$ cat src/design/fmqd_pkg.sv
package fmqd_pkg;

   // Result word width and the divider steps that follow from it
   localparam int OUT_WIDTH   = 16;
   localparam int STEP_W      = $clog2(OUT_WIDTH);
   localparam int MUL_LAST    = 4;

   // Item queue between the front and the back
   localparam int QUEUE_DEPTH = 2;
   localparam int QPTR_W      = 1;
   localparam int QCNT_W      = 2;

   // What the front found out about an item
   typedef enum logic [1:0] {
      KIND_FIRST  = 2'd0,
      KIND_ZERO   = 2'd1,
      KIND_NORMAL = 2'd2
   } kind_type;

   localparam int KIND_W = 2;

   // Back-end sequencer
   typedef enum logic [2:0] {
      ST_IDLE   = 3'd0,
      ST_MUL    = 3'd1,
      ST_CHECK  = 3'd2,
      ST_DIV    = 3'd3,
      ST_FINISH = 3'd4
   } back_state_type;

endpackage

$ cat src/design/fmqd_front.sv
module fmqd_front #(
   parameter int SAMPLE_WIDTH = 16,
   parameter int REQ_DATA_W   = 32,
   parameter int ENTRY_W      = 4 * 16 + 2
) (
   input  logic                  clock,
   input  logic                  reset,
   input  logic                  req_tvalid,
   output logic                  req_tready,
   input  logic [REQ_DATA_W-1:0] req_tdata,
   output logic                  push_valid,
   input  logic                  push_ready,
   output logic [ENTRY_W-1:0]    push_data
);

   logic [SAMPLE_WIDTH-1:0] prev_i_ff, prev_i_in;
   logic [SAMPLE_WIDTH-1:0] prev_q_ff, prev_q_in;
   logic                    have_prev_ff, have_prev_in;
   logic [SAMPLE_WIDTH-1:0] i_now;
   logic [SAMPLE_WIDTH-1:0] q_now;
   logic                    accept;
   fmqd_pkg::kind_type      kind;

   assign i_now      = req_tdata[SAMPLE_WIDTH-1:0];
   assign q_now      = req_tdata[2*SAMPLE_WIDTH-1:SAMPLE_WIDTH];
   assign req_tready = push_ready;
   assign push_valid = req_tvalid;
   assign accept     = req_tvalid && push_ready;

   // Classify: first item after reset, zero power, or a real quotient
   always_comb begin
      if (!have_prev_ff) begin
         kind = fmqd_pkg::KIND_FIRST;
      end else if (i_now == '0 && q_now == '0) begin
         kind = fmqd_pkg::KIND_ZERO;
      end else begin
         kind = fmqd_pkg::KIND_NORMAL;
      end
   end

   assign push_data = {kind, prev_q_ff, prev_i_ff, q_now, i_now};

   // Every accepted sample becomes the previous pair
   always_comb begin
      prev_i_in    = prev_i_ff;
      prev_q_in    = prev_q_ff;
      have_prev_in = have_prev_ff;
      if (accept) begin
         prev_i_in    = i_now;
         prev_q_in    = q_now;
         have_prev_in = 1'b1;
      end
   end

   always_ff @(posedge clock) begin
      if (reset) begin
         have_prev_ff <= 1'b0;
      end else begin
         have_prev_ff <= have_prev_in;
      end
      prev_i_ff <= prev_i_in;
      prev_q_ff <= prev_q_in;
   end

endmodule

$ cat src/design/fmqd_queue.sv
module fmqd_queue #(
   parameter int ENTRY_W = 4 * 16 + 2
) (
   input  logic               clock,
   input  logic               reset,
   input  logic               push_valid,
   output logic               push_ready,
   input  logic [ENTRY_W-1:0] push_data,
   output logic               pop_valid,
   input  logic               pop_ready,
   output logic [ENTRY_W-1:0] pop_data
);

   logic [ENTRY_W-1:0]          slot_ff [fmqd_pkg::QUEUE_DEPTH];
   logic [fmqd_pkg::QPTR_W-1:0] wr_ptr_ff, wr_ptr_in;
   logic [fmqd_pkg::QPTR_W-1:0] rd_ptr_ff, rd_ptr_in;
   logic [fmqd_pkg::QCNT_W-1:0] count_ff, count_in;
   logic                        do_push;
   logic                        do_pop;

   assign push_ready = (count_ff != fmqd_pkg::QCNT_W'(fmqd_pkg::QUEUE_DEPTH));
   assign pop_valid  = (count_ff != '0);
   assign pop_data   = slot_ff[rd_ptr_ff];
   assign do_push    = push_valid && push_ready;
   assign do_pop     = pop_valid && pop_ready;

   // Advance pointers and the fill count
   always_comb begin
      wr_ptr_in = wr_ptr_ff;
      rd_ptr_in = rd_ptr_ff;
      count_in  = count_ff;
      if (do_push) begin
         wr_ptr_in = wr_ptr_ff + 1'b1;
      end
      if (do_pop) begin
         rd_ptr_in = rd_ptr_ff + 1'b1;
      end
      if (do_push && !do_pop) begin
         count_in = count_ff + 1'b1;
      end else if (do_pop && !do_push) begin
         count_in = count_ff - 1'b1;
      end
   end

   always_ff @(posedge clock) begin
      if (reset) begin
         wr_ptr_ff <= '0;
         rd_ptr_ff <= '0;
         count_ff  <= '0;
      end else begin
         wr_ptr_ff <= wr_ptr_in;
         rd_ptr_ff <= rd_ptr_in;
         count_ff  <= count_in;
      end
      if (do_push) begin
         slot_ff[wr_ptr_ff] <= push_data;
      end
   end

   // Fill count stays within the depth
   a_count_bound: assert property (@(posedge clock) disable iff (reset)
      count_ff <= fmqd_pkg::QCNT_W'(fmqd_pkg::QUEUE_DEPTH))
      else $error("queue fill count beyond depth");

endmodule

$ cat src/design/fmqd_back.sv
module fmqd_back #(
   parameter int SAMPLE_WIDTH  = 16,
   parameter int OUT_FRAC_BITS = 14,
   parameter int ENTRY_W       = 4 * 16 + 2
) (
   input  logic                          clock,
   input  logic                          reset,
   input  logic                          pop_valid,
   output logic                          pop_ready,
   input  logic [ENTRY_W-1:0]            pop_data,
   output logic                          rsp_tvalid,
   input  logic                          rsp_tready,
   output logic [fmqd_pkg::OUT_WIDTH-1:0] rsp_demod,
   output logic                          rsp_zero_power,
   output logic                          rsp_saturated
);

   localparam int W     = SAMPLE_WIDTH;
   localparam int PW    = 2 * W;
   localparam int NW    = PW + 1;
   localparam int OW    = fmqd_pkg::OUT_WIDTH;
   localparam int DW    = PW + OUT_FRAC_BITS;
   localparam int CW    = PW + ((OUT_FRAC_BITS > OW) ? OUT_FRAC_BITS : OW) + 1;
   localparam int SW    = fmqd_pkg::STEP_W;

   fmqd_pkg::back_state_type state_ff, state_in;
   logic [SW-1:0]            step_ff, step_in;
   logic signed [W-1:0]      i_ff, i_in, q_ff, q_in, ip_ff, ip_in, qp_ff, qp_in;
   fmqd_pkg::kind_type       kind;
   logic signed [W-1:0]      op_a, op_b;
   logic signed [PW-1:0]     mul_prod;
   logic signed [PW-1:0]     prod_ff, prod_in;
   logic signed [NW-1:0]     num_ff, num_in;
   logic [PW-1:0]            den_ff, den_in;
   logic                     neg_ff, neg_in;
   logic [CW-1:0]            rem_ff, rem_in;
   logic [CW-1:0]            dsh_ff, dsh_in;
   logic [OW-1:0]            quo_ff, quo_in;
   logic [OW-1:0]            res_demod_ff, res_demod_in;
   logic                     res_zp_ff, res_zp_in;
   logic                     res_sat_ff, res_sat_in;
   logic                     rsp_valid_ff, rsp_valid_in;
   logic [OW-1:0]            rsp_demod_ff, rsp_demod_in;
   logic                     rsp_zp_ff, rsp_zp_in;
   logic                     rsp_sat_ff, rsp_sat_in;
   logic signed [NW-1:0]     prod_ext;
   logic [NW-1:0]            mag_full;
   logic [CW-1:0]            dividend;
   logic [CW-1:0]            clip_bound;
   logic                     num_neg;
   logic                     trial_ok;
   logic [OW-1:0]            quo_next;
   logic                     out_free;

   assign kind = fmqd_pkg::kind_type'(pop_data[ENTRY_W-1 -: fmqd_pkg::KIND_W]);

   // Shared multiplier: one product a cycle, registered before use
   always_comb begin
      case (step_ff)
         SW'(0):  begin op_a = q_ff; op_b = ip_ff; end
         SW'(1):  begin op_a = i_ff; op_b = qp_ff; end
         SW'(2):  begin op_a = i_ff; op_b = i_ff;  end
         default: begin op_a = q_ff; op_b = q_ff;  end
      endcase
   end

   assign mul_prod = op_a * op_b;
   assign prod_ext = {prod_ff[PW-1], prod_ff};

   // Magnitude, scaled dividend and clip bound (limit + 1) * den
   assign num_neg    = num_ff[NW-1];
   assign mag_full   = num_neg ? NW'(-num_ff) : NW'(num_ff);
   assign dividend   = CW'({mag_full[PW-1:0], {OUT_FRAC_BITS{1'b0}}});
   assign clip_bound = (CW'(den_ff) << (OW - 1)) + (num_neg ? CW'(den_ff) : CW'(0));

   // One restoring division step
   assign trial_ok = (rem_ff >= dsh_ff);
   assign quo_next = {quo_ff[OW-2:0], trial_ok};

   assign out_free = !rsp_valid_ff || rsp_tready;

   always_comb begin
      state_in     = state_ff;
      step_in      = step_ff;
      i_in         = i_ff;
      q_in         = q_ff;
      ip_in        = ip_ff;
      qp_in        = qp_ff;
      prod_in      = prod_ff;
      num_in       = num_ff;
      den_in       = den_ff;
      neg_in       = neg_ff;
      rem_in       = rem_ff;
      dsh_in       = dsh_ff;
      quo_in       = quo_ff;
      res_demod_in = res_demod_ff;
      res_zp_in    = res_zp_ff;
      res_sat_in   = res_sat_ff;
      rsp_valid_in = rsp_valid_ff;
      rsp_demod_in = rsp_demod_ff;
      rsp_zp_in    = rsp_zp_ff;
      rsp_sat_in   = rsp_sat_ff;
      pop_ready    = 1'b0;

      // Drop the result once taken
      if (rsp_valid_ff && rsp_tready) begin
         rsp_valid_in = 1'b0;
      end

      unique case (state_ff)
         fmqd_pkg::ST_IDLE: begin
            pop_ready = 1'b1;
            if (pop_valid) begin
               i_in         = pop_data[W-1:0];
               q_in         = pop_data[2*W-1:W];
               ip_in        = pop_data[3*W-1:2*W];
               qp_in        = pop_data[4*W-1:3*W];
               res_demod_in = '0;
               res_zp_in    = 1'b0;
               res_sat_in   = 1'b0;
               step_in      = '0;
               case (kind)
                  fmqd_pkg::KIND_NORMAL: state_in = fmqd_pkg::ST_MUL;
                  fmqd_pkg::KIND_ZERO: begin
                     res_zp_in = 1'b1;
                     state_in  = fmqd_pkg::ST_FINISH;
                  end
                  default: state_in = fmqd_pkg::ST_FINISH;
               endcase
            end
         end
         fmqd_pkg::ST_MUL: begin
            prod_in = mul_prod;
            step_in = step_ff + 1'b1;
            case (step_ff)
               SW'(1):  num_in = prod_ext;
               SW'(2):  num_in = num_ff - prod_ext;
               SW'(3):  den_in = prod_ff[PW-1:0];
               SW'(4):  den_in = den_ff + prod_ff[PW-1:0];
               default: num_in = num_ff;
            endcase
            if (step_ff == SW'(fmqd_pkg::MUL_LAST)) begin
               state_in = fmqd_pkg::ST_CHECK;
            end
         end
         fmqd_pkg::ST_CHECK: begin
            neg_in = num_neg;
            rem_in = dividend;
            dsh_in = CW'(den_ff) << (OW - 1);
            quo_in = '0;
            step_in = SW'(OW - 1);
            if (den_ff == '0) begin
               res_zp_in = 1'b1;
               state_in  = fmqd_pkg::ST_FINISH;
            end else if (dividend >= clip_bound) begin
               // Clip to the signed output range
               res_sat_in   = 1'b1;
               res_demod_in = num_neg ? {1'b1, {(OW-1){1'b0}}} : {1'b0, {(OW-1){1'b1}}};
               state_in     = fmqd_pkg::ST_FINISH;
            end else begin
               state_in = fmqd_pkg::ST_DIV;
            end
         end
         fmqd_pkg::ST_DIV: begin
            if (trial_ok) begin
               rem_in = rem_ff - dsh_ff;
            end
            dsh_in  = dsh_ff >> 1;
            quo_in  = quo_next;
            step_in = step_ff - 1'b1;
            if (step_ff == '0) begin
               res_demod_in = neg_ff ? OW'(-quo_next) : quo_next;
               state_in     = fmqd_pkg::ST_FINISH;
            end
         end
         fmqd_pkg::ST_FINISH: begin
            if (out_free) begin
               rsp_valid_in = 1'b1;
               rsp_demod_in = res_demod_ff;
               rsp_zp_in    = res_zp_ff;
               rsp_sat_in   = res_sat_ff;
               state_in     = fmqd_pkg::ST_IDLE;
            end
         end
         default: state_in = fmqd_pkg::ST_IDLE;
      endcase
   end

   always_ff @(posedge clock) begin
      if (reset) begin
         state_ff     <= fmqd_pkg::ST_IDLE;
         step_ff      <= '0;
         rsp_valid_ff <= 1'b0;
      end else begin
         state_ff     <= state_in;
         step_ff      <= step_in;
         rsp_valid_ff <= rsp_valid_in;
      end
      i_ff         <= i_in;
      q_ff         <= q_in;
      ip_ff        <= ip_in;
      qp_ff        <= qp_in;
      prod_ff      <= prod_in;
      num_ff       <= num_in;
      den_ff       <= den_in;
      neg_ff       <= neg_in;
      rem_ff       <= rem_in;
      dsh_ff       <= dsh_in;
      quo_ff       <= quo_in;
      res_demod_ff <= res_demod_in;
      res_zp_ff    <= res_zp_in;
      res_sat_ff   <= res_sat_in;
      rsp_demod_ff <= rsp_demod_in;
      rsp_zp_ff    <= rsp_zp_in;
      rsp_sat_ff   <= rsp_sat_in;
   end

   assign rsp_tvalid     = rsp_valid_ff;
   assign rsp_demod      = rsp_demod_ff;
   assign rsp_zero_power = rsp_zp_ff;
   assign rsp_saturated  = rsp_sat_ff;

   // A result is never both zero power and clipped
   a_flags_exclusive: assert property (@(posedge clock) disable iff (reset)
      rsp_valid_ff |-> !(rsp_zp_ff && rsp_sat_ff))
      else $error("zero power and saturated both set");

   // Zero power forces a zero phase step
   a_zero_power_out: assert property (@(posedge clock) disable iff (reset)
      (rsp_valid_ff && rsp_zp_ff) |-> (rsp_demod_ff == '0))
      else $error("zero power with nonzero output");

   // Remainder stays below twice the shifted divisor in every step
   a_div_range: assert property (@(posedge clock) disable iff (reset)
      (state_ff == fmqd_pkg::ST_DIV) |-> ((rem_ff >> 1) < dsh_ff))
      else $error("divider remainder out of range");

endmodule

$ cat src/design/fm_quadrature_discriminator_core.sv
// FM quadrature discriminator. Each req item carries one baseband I/Q pair
// (two's complement, SAMPLE_WIDTH bits each); each rsp item carries the phase
// step (Q*Iprev - I*Qprev) / (I*I + Q*Q), scaled so that 2^OUT_FRAC_BITS is
// 1.0, truncated toward zero and clipped to signed 16 bits, with flags for
// clipping and for a zero-power sample (output 0). The first item after reset
// gives 0 with both flags clear. In the back end an item goes through these
// steps in order: a fetch from the queue, the shared multiplier that forms the
// numerator and the power, the clip check, the restoring divider (one quotient
// bit per cycle) and the load of the output register, which waits while a
// result is still untaken. First-sample and zero-power items skip the arithmetic.
// A two-entry queue and the output register let the input side accept items
// while a result waits to be taken.
module fm_quadrature_discriminator_core #(
   parameter int SAMPLE_WIDTH  = 16,
   parameter int OUT_FRAC_BITS = 14
) (
   input  logic                                      clock,
   input  logic                                      reset,
   input  logic                                      req_tvalid,
   output logic                                      req_tready,
   // i_sample, q_sample
   input  logic [((2*SAMPLE_WIDTH+7)/8)*8-1:0]       req_tdata,
   output logic                                      rsp_tvalid,
   input  logic                                      rsp_tready,
   // demod_out
   output logic [fmqd_pkg::OUT_WIDTH-1:0]            rsp_tdata,
   // zero_power, saturated
   output logic [1:0]                                rsp_tuser
);

   localparam int REQ_DATA_W = ((2 * SAMPLE_WIDTH + 7) / 8) * 8;
   localparam int ENTRY_W    = 4 * SAMPLE_WIDTH + fmqd_pkg::KIND_W;

   logic               push_valid;
   logic               push_ready;
   logic [ENTRY_W-1:0] push_data;
   logic               pop_valid;
   logic               pop_ready;
   logic [ENTRY_W-1:0] pop_data;

   fmqd_front #(
      .SAMPLE_WIDTH (SAMPLE_WIDTH),
      .REQ_DATA_W   (REQ_DATA_W),
      .ENTRY_W      (ENTRY_W)
   ) u_front (
      .clock      (clock),
      .reset      (reset),
      .req_tvalid (req_tvalid),
      .req_tready (req_tready),
      .req_tdata  (req_tdata),
      .push_valid (push_valid),
      .push_ready (push_ready),
      .push_data  (push_data)
   );

   fmqd_queue #(
      .ENTRY_W (ENTRY_W)
   ) u_queue (
      .clock      (clock),
      .reset      (reset),
      .push_valid (push_valid),
      .push_ready (push_ready),
      .push_data  (push_data),
      .pop_valid  (pop_valid),
      .pop_ready  (pop_ready),
      .pop_data   (pop_data)
   );

   fmqd_back #(
      .SAMPLE_WIDTH  (SAMPLE_WIDTH),
      .OUT_FRAC_BITS (OUT_FRAC_BITS),
      .ENTRY_W       (ENTRY_W)
   ) u_back (
      .clock          (clock),
      .reset          (reset),
      .pop_valid      (pop_valid),
      .pop_ready      (pop_ready),
      .pop_data       (pop_data),
      .rsp_tvalid     (rsp_tvalid),
      .rsp_tready     (rsp_tready),
      .rsp_demod      (rsp_tdata),
      .rsp_zero_power (rsp_tuser[0]),
      .rsp_saturated  (rsp_tuser[1])
   );

endmodule

$ cat config.mk
export PLATFORM = sky130hd
export DESIGN_NAME = fm_quadrature_discriminator_core
export DESIGN_NICKNAME = d
export VERILOG_FILES = /design/src/design/fmqd_pkg.sv /design/src/design/fmqd_front.sv /design/src/design/fmqd_queue.sv /design/src/design/fmqd_back.sv /design/src/design/fm_quadrature_discriminator_core.sv
export SDC_FILE = /design/constraint.sdc
export NUM_CORES = 2
export LEC_CHECK = 0
export BUFFER_PORTS_ARGS = -buffer_cell sky130_fd_sc_hd__buf_2
export CORE_ASPECT_RATIO = 1.1
export CORE_MARGIN = 2
export CORE_UTILIZATION = 52
export CTS_CLUSTER_SIZE = 25
export DETAILED_ROUTE_END_ITERATION = 8
export PLACE_DENSITY = 0.74
export RECOVER_POWER = 50
export SETUP_SLACK_MARGIN = 0.2
export SLEW_MARGIN = 15
export SYNTH_ARGS = -nofsm -noshare
export SYNTH_HDL_FRONTEND = slang
export SYNTH_SLANG_ARGS = --single-unit
$ cat constraint.sdc
create_clock -name clock -period 10 [get_ports clock]
set_input_delay 3 -clock clock [delete_from_list [all_inputs] [get_ports clock]]
set_output_delay 3 -clock clock [all_outputs]
set_load 0.005 [all_outputs]
Yosys cells after proc, flatten, opt, wreduce, memory -nomap -nowiden

Memory sizes are Yosys's and may differ from the RTL's. A register that Yosys moved wholly into a read port is not among the register bits.
Index checks and enable logic that the tools add are counted.

Add/subtract/negate cells: 12
Multiply operators: 1
$lt $le $gt $ge: 2
Equality and inequality tests: 19
Multiplexer cells: 47
Reductions and logical operators: 34

Operators by type and width:

| kind               | number |
|---|---|
| $pmux 49 s2        | 2 |
| $mux 16            | 7 |
| $pmux 16 s3        | 2 |
| $pmux 33 s2        | 1 |
| $mux 32            | 2 |
| $pmux 32 s2        | 1 |
| $add 47x49->49     | 1 |
| $ge 46x49->1       | 1 |
| $ge 49x49->1       | 1 |
| $mux 49            | 1 |
| $sub 49x49->49     | 1 |
| $sub 33x32->33     | 1 |
| $add 32x32->32     | 1 |
| $logic_not 16->1   | 2 |
| $logic_not 32->1   | 1 |
| $mul 16x16->32     | 1 |
| $neg 32->32        | 1 |
| $pmux 15 s2        | 1 |
| $mux 3             | 7 |
| $neg 16->16        | 1 |
| $pmux 4 s4         | 1 |
| $pmux 3 s5         | 1 |
| $mux 1             | 14 |
| $ne 2x1->1 const B | 6 |
| 30 further kinds   | 57 |

Register bits after elaboration: 356
Memory bits (writable): 132
Input port bits: 36
Output and inout bits: 20
Logic and storage cells: 142
Memories: 1

Memories:

| memory          | depth | width | rd ports | clocked after memory_dff | write ports | RTL line         | text |
|---|---|---|---|---|---|---|---|
| u_queue.slot_ff | 2     | 66    | 1        | 1                        | 1           | fmqd_queue.sv:14 | `logic [ENTRY_W-1:0] slot_ff [fmqd_pkg::QUEUE_DEPTH];` |

Longest topological paths before layout

Depth in word-level cells: 6
Mapped depth: 32
Depth with buffers taken out: 31

Modules after synthesis

From an unflattened synthesis, not the netlist that was laid out.

Cell total of the unflattened synthesis: 3552
Area, all modules: 36819.1 µm²

Modules (own cells, without submodules):

| module     | times used | cells an instance | area each (µm²) | seq. area each (µm²) |
|---|---|---|---|---|
| fmqd_back  | 1          | 3240              | 30498.0         | 9439.1 |
| fmqd_queue | 1          | 229               | 4992.3          | 4063.9 |
| fmqd_front | 1          | 83                | 1328.8          | 980.9 |

Least setup slack after synthesis

OpenSTA, ideal clock, no wires.

Path type: register to register
Start: register u_back.step_ff[2]
End: register u_back.prod_ff[30] (data pin)
Setup time: 135 ps
Data arrival time: 7806 ps
Data required time: 9865 ps
Setup slack: 2059 ps
Cell stages (with the launch flop): 31
Path buffers: 3
Clock period less this slack: 7941 ps
Cell sequence: dfxtp_1 > clkbuf_1 > nor2_1 > and2_0 > nor2_1 > clkbuf_1 > nand2_1 > a21oi_1 > a221o_1 > clkbuf_1 > nand2_1 > fa_1 > inv_1 > fa_1 > fa_1 > fa_1 > fa_1 > inv_1 > fa_1 > inv_1 > ha_1 > a21o_1 > a21o_1 > a21oi_1 > nor2b_1 > a211oi_1 > o221ai_1 > o21ba_2 > o21ai_0 > or4b_2 > nand3_1

Longest elaborated chain between the ends: 4
Elaborated cells between the ends (all ways): 7
Classes of those cells: mul: 1; eq/ne: 2; mux: 2; reduce/logical: 2

RTL lines:

| what                                     | RTL line         | text |
|---|---|---|
| start, declared                          | fmqd_back.sv:27  | `logic [SW-1:0] step_ff, step_in;` |
| start signal, assigned                   | fmqd_back.sv:196 | `step_ff <= step_in;` |
| $eq 4x1->1 or $eq 4x2->1 (tied branches) | fmqd_back.sv:59  | `case (step_ff)` |
| $reduce_or 2->1 (no source line)         | --               |  |
| $mux 16                                  | fmqd_back.sv:59  |  |
| $mul 16x16->32 *                         | fmqd_back.sv:67  | `assign mul_prod = op_a * op_b;` |
| named net u_back.mul_prod[30]            | fmqd_back.sv:31  | `logic signed [PW-1:0] mul_prod;` |
| end signal, assigned                     | fmqd_back.sv:203 | `prod_ff <= prod_in;` |
| end, declared                            | fmqd_back.sv:32  | `logic signed [PW-1:0] prod_ff, prod_in;` |

The timed path passes the listed nets; every way through them passes the cells marked *.
A chain may end at the register's enable or synchronous reset.

Final worst setup path

Ends and elaborated chain as after synthesis.

==> summary.txt <==
STA
  • Final setup viols: 0
  • Hold slack final: 0.416 ns
  • Final hold viol count: 0
  • Minimum clock period: 9.15 ns
  • Worst Clk Skew: 0.0163 ns
  • Slew @ Worst Pin: 4.00 ns
  • Slew headroom: -167%
  • Final Cycle Share: 91.5%
  • Max-slew violations: 504
  • Setup TNS: 0 ns
  • F_max: 0.109 GHz
  • RSZ-0062 raised after global routing: false

Detailed routing
  • DR iter-0 viols: 1798
  • Drt via density: 5.60
  • Post-DR wirelength/cell: 18.0 µm
  • Drt first pass iters: 5
  • Via count: 25.7k
  • Total wire length: 82.7 mm
  • Routed Antenna Nets: 0
  • DRC errors left: 0

Layout
  • Final Cell Area: 39600 µm²
  • Fraction of layout cells with a size suffix above 1: 5.99%
  • Most frequent cells in the layout: 473 x edfxtp_1, 465 x inv_1, 363 x nand2_1, 335 x nor2_1, 266 x fa_1
  • Net count, final: 4165
  • Filler cell count: 6009
  • Most common cell after layout, fill and taps aside: edfxtp_1
  • Final Instance Count excl. Fillers: 4591
  • Layout area overhead: 7.92%

Clock tree
  • Clock slew at reported path FFs: 0.06 ns
  • CTS max path bufs: 3
  • Clock root buffer: clkbuf_16
  • Clock sinks: 487
  • # resized after CTS: 0
  • CTS H-tree depth: 2
  • Post-CTS Setup Inserts: 0
  • Worst skew pair latency: 0.61 ns
  • # hold bufs at CTS: 0
  • CTS buffer count: 53
  • CTS tree: done

Critical path
  • Required time worst endpoint: 10.46 ns
  • Critical path arrival: 9.61 ns
  • Crit path depth: 30
  • Max incr delay on CP: 0.69 ns
  • CP Max Fanout: 23
  • Crit path buffers/inverters: 7
  • Crit path max-delay family: adder cells
  • Slowest stage cell, crit path: a22oi_1
  • R2R depth: 30
  • Critical Path End Type: flop
  • Crit Path Category: flop to flop
  • Startpoint type of the worst setup path: flop
  • Most frequent cell on the critical path: fa_1

Synthesis
  • FFs w/ async S/R, synth: 0%
  • Synthesized area: 36700 µm²
  • Top FF cell, synth: edfxtp_1
  • Synth Warn #: 0
  • Synth top area cells: edfxtp_1 39%, fa_1 15%, ha_1 8.5%
  • Number of synthesized flops with an enable pin: 473
  • Gate Count Post-Synth: 3578
  • Avg Cell Area, Syn: 10.3 µm²
  • Post-synth top area share: 38.7%
  • Yosys reg bits: 487
  • Sequential share of the synthesized area: 39.5%
  • Dominant cell type by area after synthesis: edfxtp_1
  • Yosys cell types: 72
  • Mapped Nets: 4129

Outcome
  • Status: complete, but fails checks
  • Failing checks: max-capacitance violations, max-slew violations

Global route
  • GR Util All Layers: 23.1%
  • Global-route wire length before repair: 134 mm
  • Initial antenna violation count: 0
  • Largest net degree at the start of global routing: 103
  • Total grt overflow: 0
  • Vias in the first global route: 26.5k

Floorplanning
  • Ports: 56
  • Die W: 257 µm
  • Row count: 102
  • Starting Density: 52.3%
  • Die span in y: 283 µm
  • Die Area: 72700 µm²
  • Total core area: 70200 µm²

Placed design
  • Placer Congestion: 0.968
  • # placed instances: 4495
  • DP Wirelength: 62.7 mm
  • Buffers on Ports: 55
  • Placed Area: 38100 µm²

Worst hold path
  • Hold WC Path Type: flop to flop
  • Hold Crit Depth: 0

Job
  • Maxcap violations: 8
## final timing paths
path	from	endpoint	slack, ns
hold reg to reg	u_back.res_demod_ff[6]	u_back.rsp_demod[6]	0.42
setup reg to reg	u_back.step_ff[2]	u_back.prod_ff[30]	0.85
setup / recovery	u_back.step_ff[2]	u_back.prod_ff[30]	0.85
hold / removal	u_back.res_demod_ff[6]	u_back.rsp_demod[6]	0.42
## state kept, by name, summed over array words and instances, names as in the netlist, 2 cells and up, named ones only
name	flops
u_queue.slot_ff	132
u_back.rem_ff	49
u_back.dsh_ff	47
u_back.num_ff	33
u_back.den_ff	32
u_back.prod_ff	32
u_back.i_ff	16
u_back.ip_ff	16
u_back.q_ff	16
u_back.qp_ff	16
u_back.res_demod_ff	16
u_back.rsp_demod	16
u_front.prev_i_ff	16
u_front.prev_q_ff	16
u_back.quo_ff	15
u_back.step_ff	4
u_back.state_ff	3
u_queue.count_ff	2
## Yosys cell counts, drive strengths merged (6+ instances only)
master,number
xnor2,119
nand2b,46
a211oi,20
nor4,24
buf,16
o211ai,13
xor2,83
inv,466
edfxtp,473
nand3,40
a21boi,6
or2,13
a221oi,15
o21bai,27
mux2i,10
o221ai,7
nor2,336
a22oi,15
nand2,363
o21ai,207
o41ai,9
a31oi,13
and3,29
o22ai,6
a21o,59
a211o,6
or4,12
ha,249
o21a,21
or3,17
clkbuf,99
a21oi,198
o31ai,31
a221o,6
dfxtp,14
nor2b,17
nand4,33
nor3,25
nor3b,6
mux2,64
and2,46
fa,266
## logic make-up after synthesis
logic type               share of synthesized area [%]
AO/OA/AOI/OAI                                     11.9
XOR/XNOR                                          4.82
adder cells (fa/ha/maj)                           23.0
buffers and inverters                             5.96
flip-flops                                        39.5
multiplexers                                      2.24
AND/OR/NAND/NOR                                   12.7
## stage by stage
step	utilization, %	setup slack [ns]
6_report	56.4	0.852
5_1_grt	56.4	0.214
4_1_cts	56.6	0.848
3_5_place_dp	54.2	0.925
3_3_place_gp	54.2	1.19
2_1_floorplan	-	2.06
## worst reg2reg max path: cells and delay by family, from the launching register on
family,cells,cell delay [ns]
AOI/OAI and AO/OA,9,2.26
adders and majority gates,7,3.24
buffers and inverters,7,1.24
DFF,1,0.40
and+or+nand+nor,7,1.85
## per-layer routing
metal / vias up / track usage (%) / wire length [µm]
met3: 220 / 3.13 / 4050
li1: 12400 / - / -
met5: - / 0 / 0
met2: 703 / 40.7 / 40500
met1: 12400 / 27.6 / 33400
met4: 0 / 12.4 / 4710
## layout make-up
| cell class | count | area (µm²) | share of cell area (%) |
|---|---|---|---|
| inverter | 466 | 1750 | 4.42 |
| clock buffer | 69 | 1390 | 3.50 |
| antenna | 1 | 2.50 | 0.00632 |
| sequential | 487 | 14500 | 36.6 |
| clock inverter | 26 | 236 | 0.597 |
| tap | 936 | 1170 | 2.96 |
| timing repair buffer | 96 | 509 | 1.29 |
| multi-input combinational | 2510 | 20100 | 50.7 |
Power is not shown: default switching activity piles up to over one toggle a cycle in this logic, so the estimate is an artifact.
